<file path="config.mk">
export PLATFORM = sky130hd
export DESIGN_NAME = link_latency_led_monitor_core
export DESIGN_NICKNAME = d
export VERILOG_FILES = /design/src/design/lllm_pkg.sv /design/src/design/lllm_port.sv /design/src/design/lllm_out.sv /design/src/design/link_latency_led_monitor_core.sv
export VERILOG_INCLUDE_DIRS = /design/src /design/src/design
export SDC_FILE = /design/constraint.sdc
export NUM_CORES = 1
export LEC_CHECK = 0
export BUFFER_PORTS_ARGS = -buffer_cell sky130_fd_sc_hd__buf_2
export CORE_ASPECT_RATIO = 0.7
export CORE_MARGIN = 2
export CORE_UTILIZATION = 65
export DETAILED_ROUTE_END_ITERATION = 7
export PLACE_DENSITY = 0.81
export RECOVER_POWER = 100
export SLEW_MARGIN = 10
export SYNTH_ARGS = -nofsm -noshare
export SYNTH_HDL_FRONTEND = slang
export SYNTH_HIERARCHICAL = 1
export SYNTH_SLANG_ARGS = --single-unit
</file>
<file path="constraint.sdc">
create_clock -name clk -period 18.7 [get_ports clk]
set_input_delay 3.74 -clock clk [delete_from_list [all_inputs] [get_ports clk]]
set_output_delay 3.74 -clock clk [all_outputs]
set_load 0.005 [all_outputs]
</file>
<file path="src/design/assert_macros.svh">
// ----------------------------------------------------------------------------
// Assertion macros
// Clocked property checks shared by the link LED monitor modules.
// ----------------------------------------------------------------------------
`ifndef ASSERT_MACROS_SVH
`define ASSERT_MACROS_SVH

// property must hold at every clock edge outside reset
`define ASSERT_CLK(name, prop, msg) \
    name: assert property (@(posedge clk) disable iff (!rst_n) prop) else $error(msg);

// expression must never be true outside reset
`define ASSERT_NEVER(name, expr, msg) \
    name: assert property (@(posedge clk) disable iff (!rst_n) !(expr)) else $error(msg);

`endif

</file>
<file path="src/design/lllm_pkg.sv">
// ----------------------------------------------------------------------------
// Link latency LED monitor package
// Types, constants and the LED output helper shared by the monitor modules.
// ----------------------------------------------------------------------------
package lllm_pkg;

    localparam int PWM_STEPS = 32;
    localparam int PWM_W     = $clog2(PWM_STEPS + 1);
    localparam int SET_W     = 11;
    localparam int PADDR_W   = 5;
    localparam int RES_DEPTH = 4;

    localparam logic [15:0] BLINK_FIRST = 16'd32000;
    localparam logic [15:0] BLINK_ON    = 16'd2400;
    localparam logic [15:0] BLINK_RESET = 16'd24000;
    localparam logic [13:0] TEST_PERIOD = 14'd12000;
    localparam logic [7:0]  TEST_COLOR_RESET = 8'hFF;

    localparam logic [7:0] C_OFF     = 8'd0;
    localparam logic [7:0] C_BLUE    = 8'd1;
    localparam logic [7:0] C_GREEN   = 8'd2;
    localparam logic [7:0] C_CYAN    = 8'd3;
    localparam logic [7:0] C_RED     = 8'd4;
    localparam logic [7:0] C_MAGENTA = 8'd5;
    localparam logic [7:0] C_YELLOW  = 8'd6;

    localparam logic [1:0] BR_DIM    = 2'd0;
    localparam logic [1:0] BR_NORMAL = 2'd1;
    localparam logic [1:0] BR_BRIGHT = 2'd2;

    typedef enum logic [3:0] {
        EV_TEST      = 4'd0,
        EV_DISABLE   = 4'd1,
        EV_UNPOWERED = 4'd2,
        EV_POWERED   = 4'd3,
        EV_OFFLINE   = 4'd4,
        EV_ONLINE    = 4'd5,
        EV_DROP_IN   = 4'd6,
        EV_START     = 4'd7,
        EV_DELIVERED = 4'd8,
        EV_DROPPED   = 4'd9
    } ev_code_e;

    typedef enum logic [2:0] {
        REG_LATE_TICKS     = 3'd0,
        REG_STALE_TICKS    = 3'd1,
        REG_HOT_HOLD       = 3'd2,
        REG_DROPPED_HOT    = 3'd3,
        REG_LATE_HOLD      = 3'd4,
        REG_STALE_HOLD     = 3'd5,
        REG_DROPPED_HOLD   = 3'd6,
        REG_BLINK_PERIOD   = 3'd7
    } reg_idx_e;

    typedef enum logic [1:0] {
        LAT_REALTIME = 2'd0,
        LAT_LATE     = 2'd1,
        LAT_STALE    = 2'd2,
        LAT_DROPPED  = 2'd3
    } lat_class_e;

    typedef struct packed {
        logic       func;
        logic       port;
        logic [3:0] event_req;
        logic       version_shown;
    } in_t;

    typedef struct packed {
        logic       led_port;
        logic [7:0] led_color;
        logic       last;
    } out_t;

    typedef struct packed {
        logic [15:0] late_ticks;
        logic [15:0] stale_ticks;
        logic [15:0] hot_hold_ticks;
        logic [15:0] dropped_hot_ticks;
        logic [15:0] late_hold_ticks;
        logic [15:0] stale_hold_ticks;
        logic [15:0] dropped_hold_ticks;
        logic [15:0] blink_period_ticks;
    } cfg_t;

    typedef struct packed {
        logic     tick;
        logic     evt;
        ev_code_e code;
    } port_ctl_t;

    typedef struct packed {
        logic [1:0] cnt;
        out_t       r0;
        out_t       r1;
    } res_push_t;

    function automatic logic [7:0] shown_color(
        input logic [SET_W-1:0] setting,
        input logic [PWM_W-1:0] pwm,
        input logic [15:0]      blink_cnt,
        input logic [15:0]      period
    );
        logic        lit;
        logic [15:0] off_len;
        off_len = (period > BLINK_ON) ? period - BLINK_ON : 16'd0;
        case (setting[9:8])
            BR_DIM:    lit = (pwm == PWM_W'(PWM_STEPS));
            BR_NORMAL: lit = (pwm[2:0] == 3'd0);
            default:   lit = 1'b1;
        endcase
        if (setting[10] && (blink_cnt < off_len))
        begin
            lit = 1'b0;
        end
        return lit ? setting[7:0] : C_OFF;
    endfunction

endpackage

</file>
<file path="src/design/lllm_port.sv">
// ----------------------------------------------------------------------------
// Link LED monitor port tracker
// Per-port status, packet age, latency class and hold timers; picks the LED
// setting for the port on each tick and packet start.
// ----------------------------------------------------------------------------
`include "assert_macros.svh"

module lllm_port (
    input  logic                     clk,
    input  logic                     rst_n,
    input  lllm_pkg::cfg_t           cfg,
    input  lllm_pkg::port_ctl_t      ctl,
    output logic [lllm_pkg::SET_W-1:0] setting
);
    import lllm_pkg::*;

    logic        powered_reg, powered_next;
    logic        online_reg, online_next;
    logic [15:0] age_reg, age_next;
    lat_class_e  class_reg, class_next;
    logic        dp_reg, dp_next;
    logic [15:0] hot_reg, hot_next;
    logic [15:0] late_reg, late_next;
    logic [15:0] stale_reg, stale_next;
    logic [15:0] dropped_reg, dropped_next;

    logic        start;
    logic        choose;
    logic [15:0] age_in;
    logic [15:0] c_hot, c_late, c_stale, c_dropped;
    lat_class_e  c_class;
    logic        c_dp;

    assign start  = ctl.evt && (ctl.code == EV_START);
    assign choose = ctl.tick || start;
    assign age_in = start ? 16'd1 : age_reg;

    always_comb
    begin
        c_hot     = hot_reg;
        c_late    = late_reg;
        c_stale   = stale_reg;
        c_dropped = dropped_reg;
        c_class   = class_reg;
        c_dp      = dp_reg;
        setting   = '0;
        if (!online_reg)
        begin
            setting = {1'b1, BR_DIM, (powered_reg ? C_CYAN : C_BLUE)};
        end
        else if (age_in != 16'd0)
        begin
            c_hot = cfg.hot_hold_ticks;
            if (age_in < cfg.late_ticks)
            begin
                c_class = LAT_REALTIME;
            end
            else if (age_in < cfg.stale_ticks)
            begin
                c_class = LAT_LATE;
                c_late  = cfg.late_hold_ticks;
            end
            else
            begin
                c_class = LAT_STALE;
                c_stale = cfg.stale_hold_ticks;
            end
            case (c_class)
                LAT_REALTIME:
                begin
                    if (dropped_reg != 16'd0)
                        setting = {1'b0, BR_BRIGHT, C_MAGENTA};
                    else if (stale_reg != 16'd0)
                        setting = {1'b0, BR_BRIGHT, C_RED};
                    else if (late_reg != 16'd0)
                        setting = {1'b0, BR_BRIGHT, C_YELLOW};
                    else
                        setting = {1'b0, BR_BRIGHT, C_CYAN};
                end
                LAT_LATE: setting = {1'b0, BR_BRIGHT, C_YELLOW};
                default:  setting = {1'b0, BR_BRIGHT, C_RED};
            endcase
        end
        else
        begin
            if (dp_reg)
            begin
                c_dp      = 1'b0;
                c_hot     = cfg.dropped_hot_ticks;
                c_dropped = cfg.dropped_hold_ticks;
                c_class   = LAT_DROPPED;
            end
            if (c_hot != 16'd0)
            begin
                case (c_class)
                    LAT_REALTIME: setting = {1'b0, BR_NORMAL, C_GREEN};
                    LAT_LATE:     setting = {1'b0, BR_NORMAL, C_YELLOW};
                    LAT_STALE:    setting = {1'b0, BR_NORMAL, C_RED};
                    default:      setting = {1'b0, BR_BRIGHT, C_MAGENTA};
                endcase
            end
            else if (c_dropped != 16'd0)
                setting = {1'b0, BR_NORMAL, C_MAGENTA};
            else if (c_stale != 16'd0)
                setting = {1'b0, BR_DIM, C_RED};
            else if (c_late != 16'd0)
                setting = {1'b0, BR_DIM, C_YELLOW};
            else
                setting = {1'b0, BR_DIM, C_GREEN};
        end
    end

    always_comb
    begin
        powered_next = powered_reg;
        online_next  = online_reg;
        age_next     = age_reg;
        class_next   = class_reg;
        dp_next      = dp_reg;
        hot_next     = hot_reg;
        late_next    = late_reg;
        stale_next   = stale_reg;
        dropped_next = dropped_reg;
        if (choose)
        begin
            class_next   = c_class;
            dp_next      = c_dp;
            hot_next     = c_hot;
            late_next    = c_late;
            stale_next   = c_stale;
            dropped_next = c_dropped;
        end
        if (ctl.tick)
        begin
            if (online_reg && (age_reg != 16'd0) && (age_reg != 16'hFFFF))
                age_next = age_reg + 16'd1;
            if (c_hot != 16'd0)
                hot_next = c_hot - 16'd1;
            if (c_late != 16'd0)
                late_next = c_late - 16'd1;
            if (c_stale != 16'd0)
                stale_next = c_stale - 16'd1;
            if (c_dropped != 16'd0)
                dropped_next = c_dropped - 16'd1;
        end
        if (ctl.evt)
        begin
            unique case (ctl.code)
                EV_UNPOWERED: powered_next = 1'b0;
                EV_POWERED:   powered_next = 1'b1;
                EV_OFFLINE:   online_next  = 1'b0;
                EV_ONLINE:    online_next  = 1'b1;
                EV_DROP_IN:   dp_next      = 1'b1;
                EV_START:     age_next     = 16'd1;
                EV_DELIVERED: age_next     = 16'd0;
                EV_DROPPED:
                begin
                    dp_next  = 1'b1;
                    age_next = 16'd0;
                end
                default: ;
            endcase
        end
    end

    always_ff @(posedge clk or negedge rst_n)
    begin
        if (!rst_n)
        begin
            powered_reg <= 1'b0;
            online_reg  <= 1'b0;
            age_reg     <= 16'd0;
            class_reg   <= LAT_REALTIME;
            dp_reg      <= 1'b0;
            hot_reg     <= 16'd0;
            late_reg    <= 16'd0;
            stale_reg   <= 16'd0;
            dropped_reg <= 16'd0;
        end
        else
        begin
            powered_reg <= powered_next;
            online_reg  <= online_next;
            age_reg     <= age_next;
            class_reg   <= class_next;
            dp_reg      <= dp_next;
            hot_reg     <= hot_next;
            late_reg    <= late_next;
            stale_reg   <= stale_next;
            dropped_reg <= dropped_next;
        end
    end

    `ASSERT_CLK(a_age_saturates, (ctl.tick && (age_reg == 16'hFFFF)) |=> (age_reg == 16'hFFFF), "packet age wrapped")

endmodule

</file>
<file path="src/design/lllm_out.sv">
// ----------------------------------------------------------------------------
// Link LED monitor result buffer
// Small queue that takes up to two LED writes a cycle while it has room
// for two; hands out one result-channel transfer a cycle unless stalled.
// ----------------------------------------------------------------------------
`include "assert_macros.svh"

module lllm_out (
    input  logic                clk,
    input  logic                rst_n,
    input  lllm_pkg::res_push_t push,
    output logic                room,
    output logic                out_valid,
    input  logic                out_stall,
    output lllm_pkg::out_t      out_data
);
    import lllm_pkg::*;

    localparam int PTR_W = $clog2(RES_DEPTH);
    localparam int CNT_W = $clog2(RES_DEPTH + 1);

    out_t             ent_reg [RES_DEPTH];
    logic [PTR_W-1:0] wr_reg, wr_next;
    logic [PTR_W-1:0] rd_reg, rd_next;
    logic [CNT_W-1:0] cnt_reg, cnt_next;
    logic             pop;

    assign out_valid = (cnt_reg != CNT_W'(0));
    assign out_data  = ent_reg[rd_reg];
    assign pop       = out_valid && !out_stall;
    assign room      = (cnt_reg <= CNT_W'(RES_DEPTH - 2));

    always_comb
    begin
        wr_next  = wr_reg + PTR_W'(push.cnt);
        rd_next  = rd_reg + PTR_W'(pop);
        cnt_next = cnt_reg + CNT_W'(push.cnt) - CNT_W'(pop);
    end

    always_ff @(posedge clk)
    begin
        if (push.cnt != 2'd0)
        begin
            ent_reg[wr_reg] <= push.r0;
        end
        if (push.cnt == 2'd2)
        begin
            ent_reg[wr_reg + PTR_W'(1)] <= push.r1;
        end
    end

    always_ff @(posedge clk or negedge rst_n)
    begin
        if (!rst_n)
        begin
            wr_reg  <= '0;
            rd_reg  <= '0;
            cnt_reg <= '0;
        end
        else
        begin
            wr_reg  <= wr_next;
            rd_reg  <= rd_next;
            cnt_reg <= cnt_next;
        end
    end

    `ASSERT_NEVER(a_cnt_bound, cnt_reg > CNT_W'(RES_DEPTH), "result queue count out of range")
    `ASSERT_NEVER(a_no_overflow, (push.cnt != 2'd0) && !room, "write into full result queue")

endmodule

</file>
<file path="src/design/link_latency_led_monitor_core.sv">
// ----------------------------------------------------------------------------
// Link latency LED monitor core
// Takes one item (a 125 us tick or a port event) per clock, unless in_stall
// holds it, into an input register and works it when the result queue has
// room for two LED writes, taking in the next item meanwhile. A tick gives
// two LED writes unless suppressed outside test mode; with one transfer a
// cycle out of the result channel when unstalled, ticks wait for room and
// events run at one per cycle. Items pass the input register, their writes
// the result queue, which holds four writes. Registers sit on an APB port
// at byte address 4*index; no clearing pass follows reset.
// ----------------------------------------------------------------------------
`include "assert_macros.svh"

module link_latency_led_monitor_core (
    input  logic                           clk,
    input  logic                           rst_n,
    input  logic                           in_valid,
    output logic                           in_stall,
    input  lllm_pkg::in_t                  in_data,
    output logic                           out_valid,
    input  logic                           out_stall,
    output lllm_pkg::out_t                 out_data,
    input  logic                           psel,
    input  logic                           penable,
    input  logic                           pwrite,
    input  logic [lllm_pkg::PADDR_W-1:0]   paddr,
    input  logic [31:0]                    pwdata,
    output logic [31:0]                    prdata,
    output logic                           pready
);
    import lllm_pkg::*;

    cfg_t             cfg_reg;
    in_t              item_reg;
    logic             item_valid_reg;
    logic [PWM_W-1:0] pwm_reg, pwm_next;
    logic [15:0]      blink_reg, blink_next;
    logic             test_mode_reg, test_mode_next;
    logic             disabled_reg, disabled_next;
    logic [7:0]       test_color_reg, test_color_next;
    logic [13:0]      test_cnt_reg, test_cnt_next;

    logic             room;
    logic             process;
    logic             is_tick;
    logic             is_evt;
    logic             suppressed;
    ev_code_e         code;
    port_ctl_t        ctl0, ctl1;
    logic [SET_W-1:0] setting0, setting1;
    logic [7:0]       shown0, shown1;
    res_push_t        push;
    reg_idx_e         reg_idx;
    logic             cfg_wr;

    assign pready  = 1'b1;
    assign reg_idx = reg_idx_e'(paddr[4:2]);
    assign cfg_wr  = psel && penable && pwrite;

    always_ff @(posedge clk or negedge rst_n)
    begin
        if (!rst_n)
        begin
            cfg_reg.late_ticks         <= 16'd3;
            cfg_reg.stale_ticks        <= 16'd16;
            cfg_reg.hot_hold_ticks     <= 16'd160;
            cfg_reg.dropped_hot_ticks  <= 16'd2400;
            cfg_reg.late_hold_ticks    <= 16'd16000;
            cfg_reg.stale_hold_ticks   <= 16'd32000;
            cfg_reg.dropped_hold_ticks <= 16'd48000;
            cfg_reg.blink_period_ticks <= BLINK_RESET;
        end
        else if (cfg_wr)
        begin
            unique case (reg_idx)
                REG_LATE_TICKS:   cfg_reg.late_ticks         <= pwdata[15:0];
                REG_STALE_TICKS:  cfg_reg.stale_ticks        <= pwdata[15:0];
                REG_HOT_HOLD:     cfg_reg.hot_hold_ticks     <= pwdata[15:0];
                REG_DROPPED_HOT:  cfg_reg.dropped_hot_ticks  <= pwdata[15:0];
                REG_LATE_HOLD:    cfg_reg.late_hold_ticks    <= pwdata[15:0];
                REG_STALE_HOLD:   cfg_reg.stale_hold_ticks   <= pwdata[15:0];
                REG_DROPPED_HOLD: cfg_reg.dropped_hold_ticks <= pwdata[15:0];
                default:          cfg_reg.blink_period_ticks <= pwdata[15:0];
            endcase
        end
    end

    always_comb
    begin
        unique case (reg_idx)
            REG_LATE_TICKS:   prdata = {16'd0, cfg_reg.late_ticks};
            REG_STALE_TICKS:  prdata = {16'd0, cfg_reg.stale_ticks};
            REG_HOT_HOLD:     prdata = {16'd0, cfg_reg.hot_hold_ticks};
            REG_DROPPED_HOT:  prdata = {16'd0, cfg_reg.dropped_hot_ticks};
            REG_LATE_HOLD:    prdata = {16'd0, cfg_reg.late_hold_ticks};
            REG_STALE_HOLD:   prdata = {16'd0, cfg_reg.stale_hold_ticks};
            REG_DROPPED_HOLD: prdata = {16'd0, cfg_reg.dropped_hold_ticks};
            default:          prdata = {16'd0, cfg_reg.blink_period_ticks};
        endcase
    end

    // hold the item until the result queue can take both writes
    assign process  = item_valid_reg && room;
    assign in_stall = item_valid_reg && !room;

    always_ff @(posedge clk or negedge rst_n)
    begin
        if (!rst_n)
        begin
            item_valid_reg <= 1'b0;
        end
        else if (in_valid && !in_stall)
        begin
            item_valid_reg <= 1'b1;
        end
        else if (process)
        begin
            item_valid_reg <= 1'b0;
        end
    end

    always_ff @(posedge clk)
    begin
        if (in_valid && !in_stall)
        begin
            item_reg <= in_data;
        end
    end

    assign is_tick    = process && !item_reg.func;
    assign is_evt     = process && item_reg.func;
    assign code       = ev_code_e'(item_reg.event_req);
    assign suppressed = item_reg.version_shown || disabled_reg;

    assign ctl0 = '{tick: is_tick, evt: is_evt && !item_reg.port, code: code};
    assign ctl1 = '{tick: is_tick, evt: is_evt && item_reg.port, code: code};

    lllm_port u_port0 (
        .clk     (clk),
        .rst_n   (rst_n),
        .cfg     (cfg_reg),
        .ctl     (ctl0),
        .setting (setting0)
    );

    lllm_port u_port1 (
        .clk     (clk),
        .rst_n   (rst_n),
        .cfg     (cfg_reg),
        .ctl     (ctl1),
        .setting (setting1)
    );

    assign shown0 = shown_color(setting0, pwm_reg, blink_reg, cfg_reg.blink_period_ticks);
    assign shown1 = shown_color(setting1, pwm_reg, blink_reg, cfg_reg.blink_period_ticks);

    always_comb
    begin
        pwm_next        = pwm_reg;
        blink_next      = blink_reg;
        test_mode_next  = test_mode_reg;
        disabled_next   = disabled_reg;
        test_color_next = test_color_reg;
        test_cnt_next   = test_cnt_reg;
        push            = '0;
        if (is_tick)
        begin
            pwm_next   = (pwm_reg == PWM_W'(1)) ? PWM_W'(PWM_STEPS) : pwm_reg - PWM_W'(1);
            blink_next = (blink_reg == 16'd1) ? cfg_reg.blink_period_ticks
                                              : blink_reg - 16'd1;
            if (test_mode_reg)
            begin
                if (test_cnt_reg == 14'd1)
                begin
                    test_cnt_next   = TEST_PERIOD;
                    test_color_next = test_color_reg + 8'd1;
                end
                else
                begin
                    test_cnt_next = test_cnt_reg - 14'd1;
                end
                push.cnt = 2'd2;
                push.r0  = '{led_port: 1'b0, led_color: test_color_next, last: 1'b0};
                push.r1  = '{led_port: 1'b1, led_color: test_color_next, last: 1'b1};
            end
            else if (!suppressed)
            begin
                push.cnt = 2'd2;
                push.r0  = '{led_port: 1'b0, led_color: shown0, last: 1'b0};
                push.r1  = '{led_port: 1'b1, led_color: shown1, last: 1'b1};
            end
        end
        if (is_evt)
        begin
            unique case (code)
                EV_TEST:    test_mode_next = 1'b1;
                EV_DISABLE: disabled_next  = 1'b1;
                EV_UNPOWERED, EV_POWERED, EV_OFFLINE: blink_next = BLINK_FIRST;
                EV_START:
                begin
                    if (!suppressed)
                    begin
                        push.cnt = 2'd1;
                        push.r0  = '{led_port: item_reg.port,
                                     led_color: (item_reg.port ? shown1 : shown0),
                                     last: 1'b1};
                    end
                end
                default: ;
            endcase
        end
    end

    always_ff @(posedge clk or negedge rst_n)
    begin
        if (!rst_n)
        begin
            pwm_reg        <= PWM_W'(PWM_STEPS);
            blink_reg      <= BLINK_RESET;
            test_mode_reg  <= 1'b0;
            disabled_reg   <= 1'b0;
            test_color_reg <= TEST_COLOR_RESET;
            test_cnt_reg   <= TEST_PERIOD;
        end
        else
        begin
            pwm_reg        <= pwm_next;
            blink_reg      <= blink_next;
            test_mode_reg  <= test_mode_next;
            disabled_reg   <= disabled_next;
            test_color_reg <= test_color_next;
            test_cnt_reg   <= test_cnt_next;
        end
    end

    lllm_out u_out (
        .clk       (clk),
        .rst_n     (rst_n),
        .push      (push),
        .room      (room),
        .out_valid (out_valid),
        .out_stall (out_stall),
        .out_data  (out_data)
    );

    `ASSERT_CLK(a_test_sticky, test_mode_reg |=> test_mode_reg, "test mode left")
    `ASSERT_CLK(a_test_tick_two, (is_tick && test_mode_reg) |-> (push.cnt == 2'd2), "test tick without two writes")

endmodule
</file>
==> flow_summary.yaml <==
detailed_routing:
  post_detailed_route_count_of_antenna_violating_nets: 0
  wl_met3_um: 16700
  top_signal_layer_used: "met5"
  vias_per_cell: 7.38
  wl_per_cell_um: 26.4
  routed-wl-met2_um: 41500
  drcViolationCount: 0
  routedLengthMet1_um: 42000
  first_pass_iters: 7
  vias: 29500
  drt_iter0_drc: 5085
  wirelength_um: 105000
sta:
  setup_repair_after_global_routing_missed_its_margin: "false"
  slew-limit-headroom_pct: -279
  fmax_mhz: 91.0
  hold_viol: 0
  tns_ps: 0
  final-max-slew-violation-count: 578
  min_period_over_period_pct: 58.8
  final.min_clock_period_ps: 10990
  final.setup_skew_ps: 38.4
  setup_viol: 0
  max_slew.worst_pin.slew_ps: 5690
placement:
  post-place-cells: 3920
  numPortBuffers: 60
  hpwlAfterDp_um: 75100
  place.gp.congestion: 1.02
synth:
  synth_largest_area_cell: "dfrtp_1"
  synth_cell_types: 129
  synth.top_cells.by_area: "dfrtp_1, mux2_2, dfstp_2"
  netlist_area_sq_mm: 0.0302
  yosysSeqAreaShare_pct: 34.1
  netlist_instances: 3376
  synth-warning-count: 6
  synth-async-reset-ratio_pct: 88.2
  yosysTopAreaCellShare_pct: 24.4
  synth_edf_count: 47
  synthFlopType: "dfrtp_1"
  synth_seq_cells: 399
  syn_area_per_cell_sq_um: 8.93
final_layout:
  largest_register_ff_count: 128
  mostFrequentLayoutCell: "nor2_1"
  nets: 3517
  syn_to_final_growth_pct: 6.30
  layout.cells.most_common_list: "nor2_1, nand2_1, dfrtp_1"
  final_layout_size_suffix_gt1_share_pct: 14.7
  final_design_utilization_pct: 70.6
  fin_cells: 4003
pwr:
  vdd_ir_drop_max_mv: 0.142
  cellInternalPower_mw: 2.44
  netsw_mw: 2.07
  p_leak_nw: 12.8
  switching_share_of_power_pct: 45.9
  seqPwrFrac_pct: 34.5
  pwr-share-comb_pct: 44.2
  clock_power_share_pct: 21.3
  power.density_cell_area_mw_per_mm2: 141
grt:
  grt_util_all_layers_pct: 43.1
  grt_max_degree: 100
  grt_remaining_overflow: 0
  number_of_global_route_vias_before_repair: 27300
  grt_pass1_wl_um: 160000
  number_of_antenna_violations_at_the_first_check_in_global_routing: 5
clock_network:
  post_cts_buffers: 0
  post_cts_resized: 0
  cts-hold-fix-buffers: 0
  numCtsBuffers: 43
  clock_insertion_delay_worst_skew_ps: 600
  clockRootBuffer: "clkbuf_16"
  path_clk_slew_ps: 60
  tritoncts: "done"
  cts.path.max_buffers: 3
  cts_num_sinks: 399
  cts.htree.levels: 2
status:
  violations: "capacitance limit, slew limit"
  result_of_the_run: "finished, violations left"
critical_path:
  endpoint_kind: "output pin"
  worst-endpoint-arrival_ps: 7250
  path_max_fanout: 52
  crit_path_top_delay_cell: "clkbuf_1"
  timing.critical_path.required_ps: 14960
  timing.critical_path.buf_inv: 3
  timing_worst_setup_path_type: "input port to output pin"
  critical_path.max_stage_delay_ps: 1790
  crit_start: "paddr[3]"
  critical_path.top_delay_family: "buffers and inverters"
  worstPathCellList: "buf_2 -> clkbuf_1 -> nand3_1 -> nor2_1 -> nor2_1 -> clkbuf_1"
  critPathLaunchType: "input port"
  critical_path.reg2reg.startpoint: "u_out/cnt_reg[1]"
flow_run:
  drv_cap: 16
floorplanning:
  dieArea_sq_mm: 0.0482
  chipHeight_um: 184
  num_rows: 65
  core_area_sq_mm: 0.0454
  chipWidth_um: 261
  initial_core_util_pct: 66.4
  top_level_ports: 96
worst_hold_path:
  worst_hold_startpoint: "test_color_reg[1]"
  hold_crit_class: "flop to flop"
## kinds of logic after synthesis
group | after synthesis | share of synthesized area (%)
other cells | 4 | 0.0498
xor+xnor | 96 | 2.79
fa+ha+maj | 104 | 4.34
buf+inv | 322 | 4.80
compound gates | 810 | 19.1
mux | 307 | 11.9
flops | 399 | 34.1
simple gates | 1334 | 22.9
## final timing paths
kind,end,slack (ps),cells past startpoint
max,prdata[14],7710,6
min reg2reg,test_color_reg[1],490,2
max reg2reg,u_port1/late_reg[5],8080,24
max in group asynchronous,u_port1/hot_reg[0],7850,3
min in group asynchronous,u_port1/stale_reg[6],5220,1
min,test_color_reg[1],490,2
## per-layer routing
metal  track usage (%)  vias up
met5              2.57        -
li1                  -    12600
met2              58.3     2399
met3              16.3      428
met4              18.5        4
met1              60.9    14100
## area by class of cell
cell class / count / area (sq um)
diodes: 4 / 10.0
clock buffers: 55 / 1210
clock inverters: 24 / 342
fillers: 3471 / 13300
inverters: 126 / 474
multi-input cells: 2678 / 18400
flip-flops and latches: 399 / 10300
well taps: 603 / 754
repair buffers: 114 / 576
## per-stage QoR
step / power, mW / setup WS [ps] / instance area (sq um) / hold slack, ps
6_report: 4.51 / 7710 / 32000 / 492
5_1_grt: 4.71 / 6490 / 32000 / 502
4_1_cts: 4.42 / 9260 / 32300 / 489
3_5_place_dp: 3.46 / 9270 / 30800 / 478
3_3_place_gp: 3.37 / 9250 / 30800 / 465
2_1_floorplan: 2.84 / 9820 / 30200 / 453
## worst min-delay path: stages, from the launching register on
cell and delay (ps):
dfstp_2 390, nand2_1 50, nand2_1 50
## synth_stat cells (38+ instances only)
master / count
a211oi_1: 46
a21oi_1: 189
a31oi_1: 38
and2_1: 57
buf_2: 42
clkbuf_1: 100
dfrtp_1: 294
dfstp_2: 58
edfxtp_1: 47
ha_1: 103
inv_1: 121
mux2_2: 191
mux2i_1: 86
nand2_1: 306
nand3_1: 102
nand4_1: 57
nor2_1: 327
nor3_1: 145
nor4_1: 59
o211ai_1: 38
o21ai_0: 145
o22ai_1: 41
or3_1: 59
xnor2_1: 47
xor2_1: 49
## power by group through the flow
stage | combinational [mW] | clock [mW] | sequential (mW)
after detailed placement | 1.92 | 0 | 1.54
final | 2.00 | 0.958 | 1.56
after global routing | 2.14 | 1.00 | 1.58
after floorplan | 1.47 | 0 | 1.36
after CTS | 1.94 | 0.960 | 1.53
after global placement | 1.84 | 0 | 1.52
Note: power is estimated with default switching activity, not from simulation.
